==> src/hw/rtl/voice_allocator_oldest_steal_core_assert.svh <==
// Assertion macros used by the voice allocator RTL.
`ifndef VOICE_ALLOCATOR_OLDEST_STEAL_CORE_ASSERT_SVH
`define VOICE_ALLOCATOR_OLDEST_STEAL_CORE_ASSERT_SVH

// Same-cycle implication, checked on clk, off while rst_n is low.
`define VA_ASSERT_NOW(label, ante, cons, msg) \
  label: assert property (@(posedge clk) disable iff (!rst_n) (ante) |-> (cons)) \
    else $error(msg);

// Next-cycle implication, checked on clk, off while rst_n is low.
`define VA_ASSERT_NEXT(label, ante, cons, msg) \
  label: assert property (@(posedge clk) disable iff (!rst_n) (ante) |=> (cons)) \
    else $error(msg);

`endif

==> src/hw/rtl/va_pkg.sv <==
package va_pkg;

  localparam int NUM_VOICES = 16;
  localparam int TIME_BITS  = 32;

  localparam int VIDX_W = (NUM_VOICES > 1) ? $clog2(NUM_VOICES) : 1;
  localparam int CNT_W  = $clog2(NUM_VOICES + 1);

  // Field widths fixed at the ports
  localparam int FUNC_W     = 2;
  localparam int INDEX_W    = 4;
  localparam int IN_TIME_W  = 32;
  localparam int COUNT_W    = 5;
  localparam int CFG_ADDR_W = 1;
  localparam int CFG_DATA_W = 5;

  localparam logic [COUNT_W-1:0] VOICE_COUNT_RST = COUNT_W'(16);

  typedef enum logic [FUNC_W-1:0] {
    FUNC_ALLOC  = 2'd0,
    FUNC_START  = 2'd1,
    FUNC_FINISH = 2'd2
  } func_t;

  typedef enum logic [CFG_ADDR_W-1:0] {
    REG_STEAL_EN = 1'd0,
    REG_VCOUNT   = 1'd1
  } reg_idx_t;

  typedef enum logic {
    ST_IDLE,
    ST_SCAN
  } state_t;

  // Scan token handed from cell to cell
  typedef struct packed {
    logic                  valid;
    logic                  found;
    logic [VIDX_W-1:0]     best_idx;
    logic [TIME_BITS-1:0]  best_time;
  } probe_t;

  // Per-cell write controls for start and finished requests
  typedef struct packed {
    logic wr_time;
    logic clr_busy;
  } cmd_t;

endpackage

==> src/hw/rtl/va_cell.sv <==
module va_cell (
  input  logic                             clk,
  input  logic                             rst_n,
  input  logic [va_pkg::VIDX_W-1:0]        cell_idx,
  input  logic                             active,
  input  va_pkg::cmd_t                     cmd,
  input  logic [va_pkg::TIME_BITS-1:0]     wtime,
  input  va_pkg::probe_t                   pin,
  output va_pkg::probe_t                   pout
);

  logic                          busy_r, busy_nxt;
  logic [va_pkg::TIME_BITS-1:0]  time_r, time_nxt;
  va_pkg::probe_t                pout_r, pout_nxt;
  logic                          hit;
  logic                          take_free;
  logic                          take_old;

  always_comb begin
    hit       = pin.valid && active && !pin.found;
    take_free = hit && !busy_r;
    // cell 0 is always active and seeds the running minimum
    take_old  = hit && busy_r &&
                ((cell_idx == '0) || (time_r < pin.best_time));

    pout_nxt = pin;
    if (take_free) begin
      pout_nxt.found    = 1'b1;
      pout_nxt.best_idx = cell_idx;
    end else if (take_old) begin
      pout_nxt.best_idx  = cell_idx;
      pout_nxt.best_time = time_r;
    end

    busy_nxt = busy_r;
    if (cmd.clr_busy) begin
      busy_nxt = 1'b0;
    end else if (take_free) begin
      busy_nxt = 1'b1;
    end

    time_nxt = cmd.wr_time ? wtime : time_r;
  end

  always_ff @(posedge clk) begin
    if (!rst_n) begin
      busy_r <= 1'b0;
      time_r <= '0;
      pout_r <= '0;
    end else begin
      busy_r <= busy_nxt;
      time_r <= time_nxt;
      pout_r <= pout_nxt;
    end
  end

  assign pout = pout_r;

endmodule

==> src/hw/rtl/voice_allocator_oldest_steal_core.sv <==
// Voice allocator with oldest-voice stealing.
// Request channel: start/busy. A request (in_func, in_voice_index,
// in_start_time) is taken at a clock edge with start high and busy low.
// Result channel: out_valid strobes for one cycle with out_voice_valid,
// out_granted_voice and out_stolen; one result per request. The receiver
// cannot stall, so results are never held back.
// Start and finished requests take effect at the accept edge and their
// (all zero) result strobes in the next cycle; busy stays low, so they can
// be taken one per cycle.
// An allocate request sends a scan token down the row of voice cells, one
// cell per cycle, each cell being one register stage; the result strobes
// after the token leaves the last cell, whatever the voice count, and busy
// is high until then, so no request is taken while a scan is in flight.
// Configuration: cfg_we with cfg_index/cfg_wdata writes stealing enable
// (index 0) or voice count (index 1); write only while busy is low.
// Reset (synchronous, rst_n low): all voices free, start times zero,
// stealing off, voice count 16, no scan in flight.
`include "voice_allocator_oldest_steal_core_assert.svh"

module voice_allocator_oldest_steal_core (
  input  logic                              clk,
  input  logic                              rst_n,
  input  logic                              start,
  output logic                              busy,
  input  logic [va_pkg::FUNC_W-1:0]         in_func,
  input  logic [va_pkg::INDEX_W-1:0]        in_voice_index,
  input  logic [va_pkg::IN_TIME_W-1:0]      in_start_time,
  output logic                              out_valid,
  output logic                              out_voice_valid,
  output logic [va_pkg::INDEX_W-1:0]        out_granted_voice,
  output logic                              out_stolen,
  input  logic                              cfg_we,
  input  logic [va_pkg::CFG_ADDR_W-1:0]     cfg_index,
  input  logic [va_pkg::CFG_DATA_W-1:0]     cfg_wdata
);

  localparam int NV = va_pkg::NUM_VOICES;

  va_pkg::state_t                 state_r, state_nxt;
  logic                           steal_en_r;
  logic [va_pkg::COUNT_W-1:0]     vcount_r;
  logic [va_pkg::CNT_W-1:0]       n_act;
  logic                           accept;
  logic                           launch;
  logic                           is_start;
  logic                           is_finish;
  logic [va_pkg::TIME_BITS-1:0]   wtime;
  va_pkg::probe_t                 pin  [NV];
  va_pkg::probe_t                 pout [NV];
  va_pkg::probe_t                 last;
  logic [NV-1:0]                  probe_vld;

  logic                           out_valid_r;
  logic                           out_voice_valid_r;
  logic [va_pkg::INDEX_W-1:0]     out_granted_r;
  logic                           out_stolen_r;

  always_comb begin
    accept    = start && (state_r == va_pkg::ST_IDLE);
    launch    = 1'b0;
    is_start  = 1'b0;
    is_finish = 1'b0;
    case (va_pkg::func_t'(in_func))
      va_pkg::FUNC_ALLOC:  launch    = accept;
      va_pkg::FUNC_START:  is_start  = accept;
      va_pkg::FUNC_FINISH: is_finish = accept;
      default: ;
    endcase
  end

  assign wtime = va_pkg::TIME_BITS'(in_start_time);

  // Clamp voice count into 1..NUM_VOICES
  always_comb begin
    if (vcount_r == '0) begin
      n_act = va_pkg::CNT_W'(1);
    end else if (32'(vcount_r) > NV) begin
      n_act = va_pkg::CNT_W'(NV);
    end else begin
      n_act = va_pkg::CNT_W'(vcount_r);
    end
  end

  assign pin[0] = '{valid: launch, default: '0};

  for (genvar k = 0; k < NV; k++) begin : g_cell
    va_pkg::cmd_t cmd;

    if (k > 0) begin : g_link
      assign pin[k] = pout[k-1];
    end

    assign cmd.wr_time  = is_start  && (32'(in_voice_index) == k);
    assign cmd.clr_busy = is_finish && (32'(in_voice_index) == k);
    assign probe_vld[k] = pout[k].valid;

    va_cell u_cell (
      .clk      (clk),
      .rst_n    (rst_n),
      .cell_idx (va_pkg::VIDX_W'(k)),
      .active   (n_act > va_pkg::CNT_W'(k)),
      .cmd      (cmd),
      .wtime    (wtime),
      .pin      (pin[k]),
      .pout     (pout[k])
    );
  end

  assign last = pout[NV-1];

  always_comb begin
    state_nxt = state_r;
    case (state_r)
      va_pkg::ST_IDLE: if (launch)     state_nxt = va_pkg::ST_SCAN;
      va_pkg::ST_SCAN: if (last.valid) state_nxt = va_pkg::ST_IDLE;
      default:                         state_nxt = va_pkg::ST_IDLE;
    endcase
  end

  always_ff @(posedge clk) begin
    if (!rst_n) begin
      state_r <= va_pkg::ST_IDLE;
    end else begin
      state_r <= state_nxt;
    end
  end

  always_ff @(posedge clk) begin
    if (!rst_n) begin
      steal_en_r <= 1'b0;
      vcount_r   <= va_pkg::VOICE_COUNT_RST;
    end else if (cfg_we) begin
      case (va_pkg::reg_idx_t'(cfg_index))
        va_pkg::REG_STEAL_EN: steal_en_r <= cfg_wdata[0];
        va_pkg::REG_VCOUNT:   vcount_r   <= va_pkg::COUNT_W'(cfg_wdata);
        default: ;
      endcase
    end
  end

  always_ff @(posedge clk) begin
    if (!rst_n) begin
      out_valid_r <= 1'b0;
    end else begin
      out_valid_r <= (accept && !launch) || last.valid;
    end
  end

  always_ff @(posedge clk) begin
    if (last.valid) begin
      out_voice_valid_r <= last.found || steal_en_r;
      out_granted_r     <= (last.found || steal_en_r) ?
                           va_pkg::INDEX_W'(last.best_idx) : '0;
      out_stolen_r      <= !last.found && steal_en_r;
    end else if (accept) begin
      out_voice_valid_r <= 1'b0;
      out_granted_r     <= '0;
      out_stolen_r      <= 1'b0;
    end
  end

  assign busy              = (state_r == va_pkg::ST_SCAN);
  assign out_valid         = out_valid_r;
  assign out_voice_valid   = out_voice_valid_r;
  assign out_granted_voice = out_granted_r;
  assign out_stolen        = out_stolen_r;

  `VA_ASSERT_NOW(a_one_token, 1'b1, $onehot0(probe_vld), "more than one scan token in flight")
  `VA_ASSERT_NOW(a_token_busy, (probe_vld != '0), busy, "scan token outside scan state")
  `VA_ASSERT_NEXT(a_plain_req, (accept && !launch), (out_valid && !out_voice_valid), "start/finish request result wrong")
  `VA_ASSERT_NOW(a_steal_cfg, (out_valid && out_stolen), (out_voice_valid && steal_en_r), "steal without enable")

endmodule
==> config.mk <==
export PLATFORM = sky130hd
export DESIGN_NAME = voice_allocator_oldest_steal_core
export DESIGN_NICKNAME = d
export VERILOG_FILES = /design/src/hw/rtl/va_pkg.sv /design/src/hw/rtl/va_cell.sv /design/src/hw/rtl/voice_allocator_oldest_steal_core.sv
export VERILOG_INCLUDE_DIRS = /design/src /design/src/hw/rtl
export SDC_FILE = /design/constraint.sdc
export NUM_CORES = 2
export LEC_CHECK = 0
export BUFFER_PORTS_ARGS = -buffer_cell sky130_fd_sc_hd__buf_2
export CORE_ASPECT_RATIO = 2
export CORE_MARGIN = 10
export CORE_UTILIZATION = 35
export DETAILED_ROUTE_END_ITERATION = 10
export SKIP_LAST_GASP = 1
export SLEW_MARGIN = 40
export SYNTH_ARGS = -nofsm -noshare
export SYNTH_HDL_FRONTEND = slang
export SYNTH_HIERARCHICAL = 1
export SYNTH_SLANG_ARGS = --single-unit
export TNS_END_PERCENT = 30
==> constraint.sdc <==
create_clock -name clk -period 2.39 [get_ports clk]
set_input_delay 0.717 -clock clk [delete_from_list [all_inputs] [get_ports clk]]
set_output_delay 0.717 -clock clk [all_outputs]
set_load 0.01 [all_outputs]
## Yosys cells after proc, flatten, opt, wreduce, memory -nomap -nowiden

Cells that the tools add are included.

| word-level totals | value |
|---|---|
| register bits after elaboration | 1114 |
| input port bits | 48 |
| word-level logic and storage cells | 427 |

| cells by class | value |
|---|---|
| magnitude comparators | 32 |
| equality and inequality tests | 17 |
| multiplexer cells | 74 |
| bitwise operators | 4 |
| reductions and logical operators | 185 |

Operators by type and width:

| cell | count |
|---|---|
| $lt A32 B32 Y1 | 15 |
| $mux W32 | 14 |
| $mux W36 | 8 |
| $mux W35 | 4 |
| $logic_and A1 B1 Y1 | 113 |
| $mux W34 | 2 |
| $reduce_or A3 Y1 | 15 |
| $mux W4 | 11 |
| $gt A5 B4 Y1 const B | 8 |
| $logic_not A1 Y1 | 33 |
| $mux W33 | 1 |
| $eq A4 B4 Y1 const B | 8 |
| $reduce_or A2 Y1 | 16 |
| $mux W1 | 25 |
| $gt A5 B3 Y1 const B | 4 |
| $eq A4 B3 Y1 const B | 4 |
| $mux W3 | 4 |
| $gt A5 B1 Y1 const B | 2 |
| $gt A5 B2 Y1 const B | 2 |
| $mux W5 | 2 |
| $eq A4 B2 Y1 const B | 2 |
| $gt A5 B5 Y1 const B | 1 |
| $logic_not A5 Y1 | 1 |
| $eq A4 B1 Y1 const B | 1 |
| 10 further kinds | 16 |

## Logic depth before layout (Yosys ltp)

| depth | value |
|---|---|
| depth in word-level cells | 10 |
| gate-level depth with buffers | 11 |
| depth with buffers taken out | 9 |

## Cells and area by module

Netlist, hierarchy kept.

Modules (own cells, without submodules):

| module | instances | cells each | area an instance (µm²) | sequential area each (µm²) |
|---|---|---|---|---|
| va_cell | 16 | 401 | 3507.1 | 1421.4 |
| voice_allocator_oldest_steal_core | 1 | 130 | 950.9 | 340.3 |

## Worst setup path after synthesis

Ideal clock, no wire load.

| path | value |
|---|---|
| kind | input-to-reg |
| start | input port in_func[1] (netlist name) |
| end | register g_cell[12].u_cell/time_r[0] (netlist name) |
| arrival | 2.262 ns |
| required time | 2.273 ns |
| path slack | 0.012 ns |
| stages on the path | 7 |
| cells stage by stage | and4bb_2 > nand3_1 > nor3_1 > clkbuf_1 > buf_1 > mux2i_1 > nor2b_1 |

RTL lines:

| what | line | RTL |
|---|---|---|
| start, declared | voice_allocator_oldest_steal_core.sv:25 | `input logic [va_pkg::FUNC_W-1:0] in_func,` |
| end signal, assigned | va_cell.sv:52 | `time_r <= time_nxt;` |
| end, declared | va_cell.sv:13 | `logic [va_pkg::TIME_BITS-1:0] time_r, time_nxt;` |

## Worst setup path in the final report

| path | value |
|---|---|
| start | register g_cell[0].u_cell.pout_r (netlist bit g_cell[0].u_cell/pout[15]) |
| end | register g_cell[1].u_cell.pout_r (netlist bit g_cell[1].u_cell/pout[28]) |

| between the ends | value |
|---|---|
| word-level cells in the longest chain between the ends | 4 |

Ends and longest elaborated chain:

| what | line | RTL |
|---|---|---|
| start, declared | va_cell.sv:14 | `va_pkg::probe_t pout_r, pout_nxt;` |
| start signal, assigned | va_cell.sv:53 | `pout_r <= pout_nxt;` |
| $lt A32 B32 Y1 | va_cell.sv:24 | `((cell_idx == '0) \|\| (time_r < pin.best_time));` |
| $logic_and A1 B1 Y1 | va_cell.sv:23 | `take_old = hit && busy_r &&` |
| $mux W33 | va_cell.sv:30 | `end else if (take_old) begin` |
| $mux W32 | va_cell.sv:27 | `if (take_free) begin` |
| end signal, assigned | va_cell.sv:53 |  |
| end, declared | va_cell.sv:14 |  |

No other way between the ends.
A chain may end at the register's enable or synchronous reset.

==> summary.txt <==
share of layout cells above drive strength 1: 0.200
Reg2Reg Launch Point: g_cell[0].u_cell/pout[15]
CTS Hold Buffers Added: 0
area taken by multi-input logic gates: 0.0334 mm^2
Hold Path Class: input pin to register
critical path type: register to register
failing checks: negative setup slack
Antenna Violating Nets Remaining: 0
total gr overflow: 0
Mapped Area: 0.0558 mm^2
1st-iter DRT viols: 1,991
status: finished, violations left
Pleak: 25.0 nW
worst reg-to-reg path cell count: 14
final hold vios: 0
Total Wirelength: 162 mm
drt wl/cell: 17.8 um
PortBufs: 55
# nets final: 7,436
Worst Setup Slack, final: -0.175 ns
Remaining DRCs: 0
reg-to-reg endpoint: g_cell[1].u_cell/pout[28]
clock root buffer: clkbuf_16
Worst EP required: 3.03 ns
GP Congestion: 0.801
Slew Viols, Final: 0
Clock transition at path regs: 0.07 ns
Cells after Synth: 6,395
CP Max Fanout: 5
Area growth syn-to-layout: 25.6%
synth warn: 6
vias per std cell: 4.97
placed insts: 8,764
CP Launch Type: register
CTS Buffer Depth: 3
unrepaired setup endpoints after global routing: yes
minimum clock period: 2.56 ns
period utilization: 1.07
Skew-Pair Late Insertion Delay: 0.72 ns
largest net degree at the start of global routing: 139
fmax: 390 MHz
Rows: 207
worst path cell trace: inv_1 -> ha_1 -> nand4_1 -> nor3_2 -> buf_4 -> o311ai_2 -> o211ai_1 -> buf_4 -> a31oi_4 -> buf_8 -> buf_12 -> buf_12 -> buf_16 -> o21ai_2
H-tree lvl count: 3
Cell Pwr Density: 540 mW/mm^2
CTS buffer count: 100
clk sinks: 1,118
router iterations before antenna repair: 6
worst-margin pin slew: 0.723 ns
first-pass GRT wire length: 230 mm
slew margin rel.: 0.512
final instance area: 0.0701 mm^2
slowest cell delay on critical path: 0.34 ns
Final setup viols: 137
Initial Util: 0.352
Final Util: 0.442
Crit. End Element: register
global router's overall resource usage: 0.161
pre-CTS setup slack: -0.325 ns
TritonCTS clock tree: yes
CP arrival: 3.20 ns
vias in the first global route: 44.0k
r2r setup slk: -0.17 ns
maxcap violations: 0
Bufs and invs on worst path: 7
routed vias: 45.1k
Max stage delay cell, worst path: dfxtp_2
initial antenna violation count: 7
# fillers: 14.9k
area post-placement: 0.0613 mm^2
average cell area after synthesis: 8.73 um^2
die height: 585 um
worst setup path end: g_cell[1].u_cell/pout[28]
Die W: 302 um
Clock Skew: 0.0166 ns
VDD IR max: 0.492 mV
Reg area: 0.0226 mm^2
CP startpoint: g_cell[0].u_cell/pout[15]
Post-Layout Cell Count: 9,060
WP depth: 14
Die Area: 0.177 mm^2
Ports: 56
Post-DP HPWL: 104 mm
worst hold slack: 0.275 ns
CP delay by family, top: buffers and inverters
area of the core: 0.159 mm^2
## what timing repair did
action	CTS	global route
resized for setup	186	601
endpoints found under the setup margin	433	536
gates cloned	25	37
setup buffers	32	40
pin swaps	69	191
## flip-flops by register name, indices dropped and copies added (netlist names)
name / flops
busy: 1
g_cell.u_cell/busy_r: 16
g_cell.u_cell/pout: 576
g_cell.u_cell/time_r: 512
out_granted_voice: 4
out_stolen: 1
out_valid: 1
out_voice_valid: 1
steal_en_r: 1
vcount_r: 5
## layer usage
metal,part of all wire,vias to the layer above,track usage
li1,-,22600,-
met1,0.33,21200,0.146
met2,0.56,764,0.329
met3,0.024,458,0.0195
met4,0.088,4,0.0988
met5,0.00013,-,0
## layout by cell type (no fill, tap or decap), types with 54 or more instances in the layout
cell type / instances
nand3_1: 465
nand3_2: 81
o21ai_0: 113
conb_1: 199
buf_2: 54
a21oi_1: 218
buf_12: 67
nor2_1: 119
ha_4: 122
clkbuf_16: 130
o21ai_1: 431
dfxtp_2: 134
nand2_1: 751
nor2b_1: 546
ha_1: 369
mux2i_1: 577
inv_1: 482
dfxtp_1: 976
buf_4: 351
nand4_1: 94
## layout make-up
type	count	share of cell area
Clock inverter	29	0.00492
Sequential cell	1118	0.322
Timing Repair Buffer	564	0.0888
Clock buffer	150	0.0425
Multi-Input combinational cell	4594	0.476
Tap cell	2090	0.0373
Inverter	514	0.0275
Antenna cell	1	0.0000357
## where the power goes
part           leakage [nW]  switching, mW  internal, mW
clock network          1.64           7.28          9.36
logic                  14.3           1.46         0.896
registers              9.11         0.0932          18.8
total                  25.0           8.84          29.1
## worst register-to-register path, cell delays in order, from the launching register on
cell	delay (ns)
dfxtp_2	0.34
inv_1	0.05
ha_1	0.29
nand4_1	0.12
nor3_2	0.17
buf_4	0.14
o311ai_2	0.09
o211ai_1	0.22
buf_4	0.26
a31oi_4	0.12
buf_8	0.15
buf_12	0.15
buf_12	0.13
buf_16	0.13
o21ai_2	0.12
## how the worst min path moves through the flow
| stage | depth (start not counted) | start | slack (ns) | to |
|---|---|---|---|---|
| floorplan | 2 | g_cell[9].u_cell/pout[32] | 0.42 | g_cell[10].u_cell/pout[32] |
| global placement | 2 | g_cell[1].u_cell/pout[34] | 0.43 | g_cell[2].u_cell/pout[34] |
| detailed placement | 2 | g_cell[12].u_cell/pout[32] | 0.43 | g_cell[13].u_cell/pout[32] |
| CTS | 3 | cfg_wdata[2] | 0.23 | vcount_r[2] |
| global route | 3 | cfg_wdata[3] | 0.27 | vcount_r[3] |
| finish | 3 | cfg_wdata[2] | 0.28 | vcount_r[2] |
## per-stage QoR
step | TNS (ns) | total power, mW
floorplan | 0 | 20.5
global placement | -25.61 | 21.4
detailed placement | -41.32 | 21.5
CTS | -12.86 | 38.1
global route | -25.68 | 39.2
finish | -8.42 | 37.9
(Power assumes the default switching activity.)
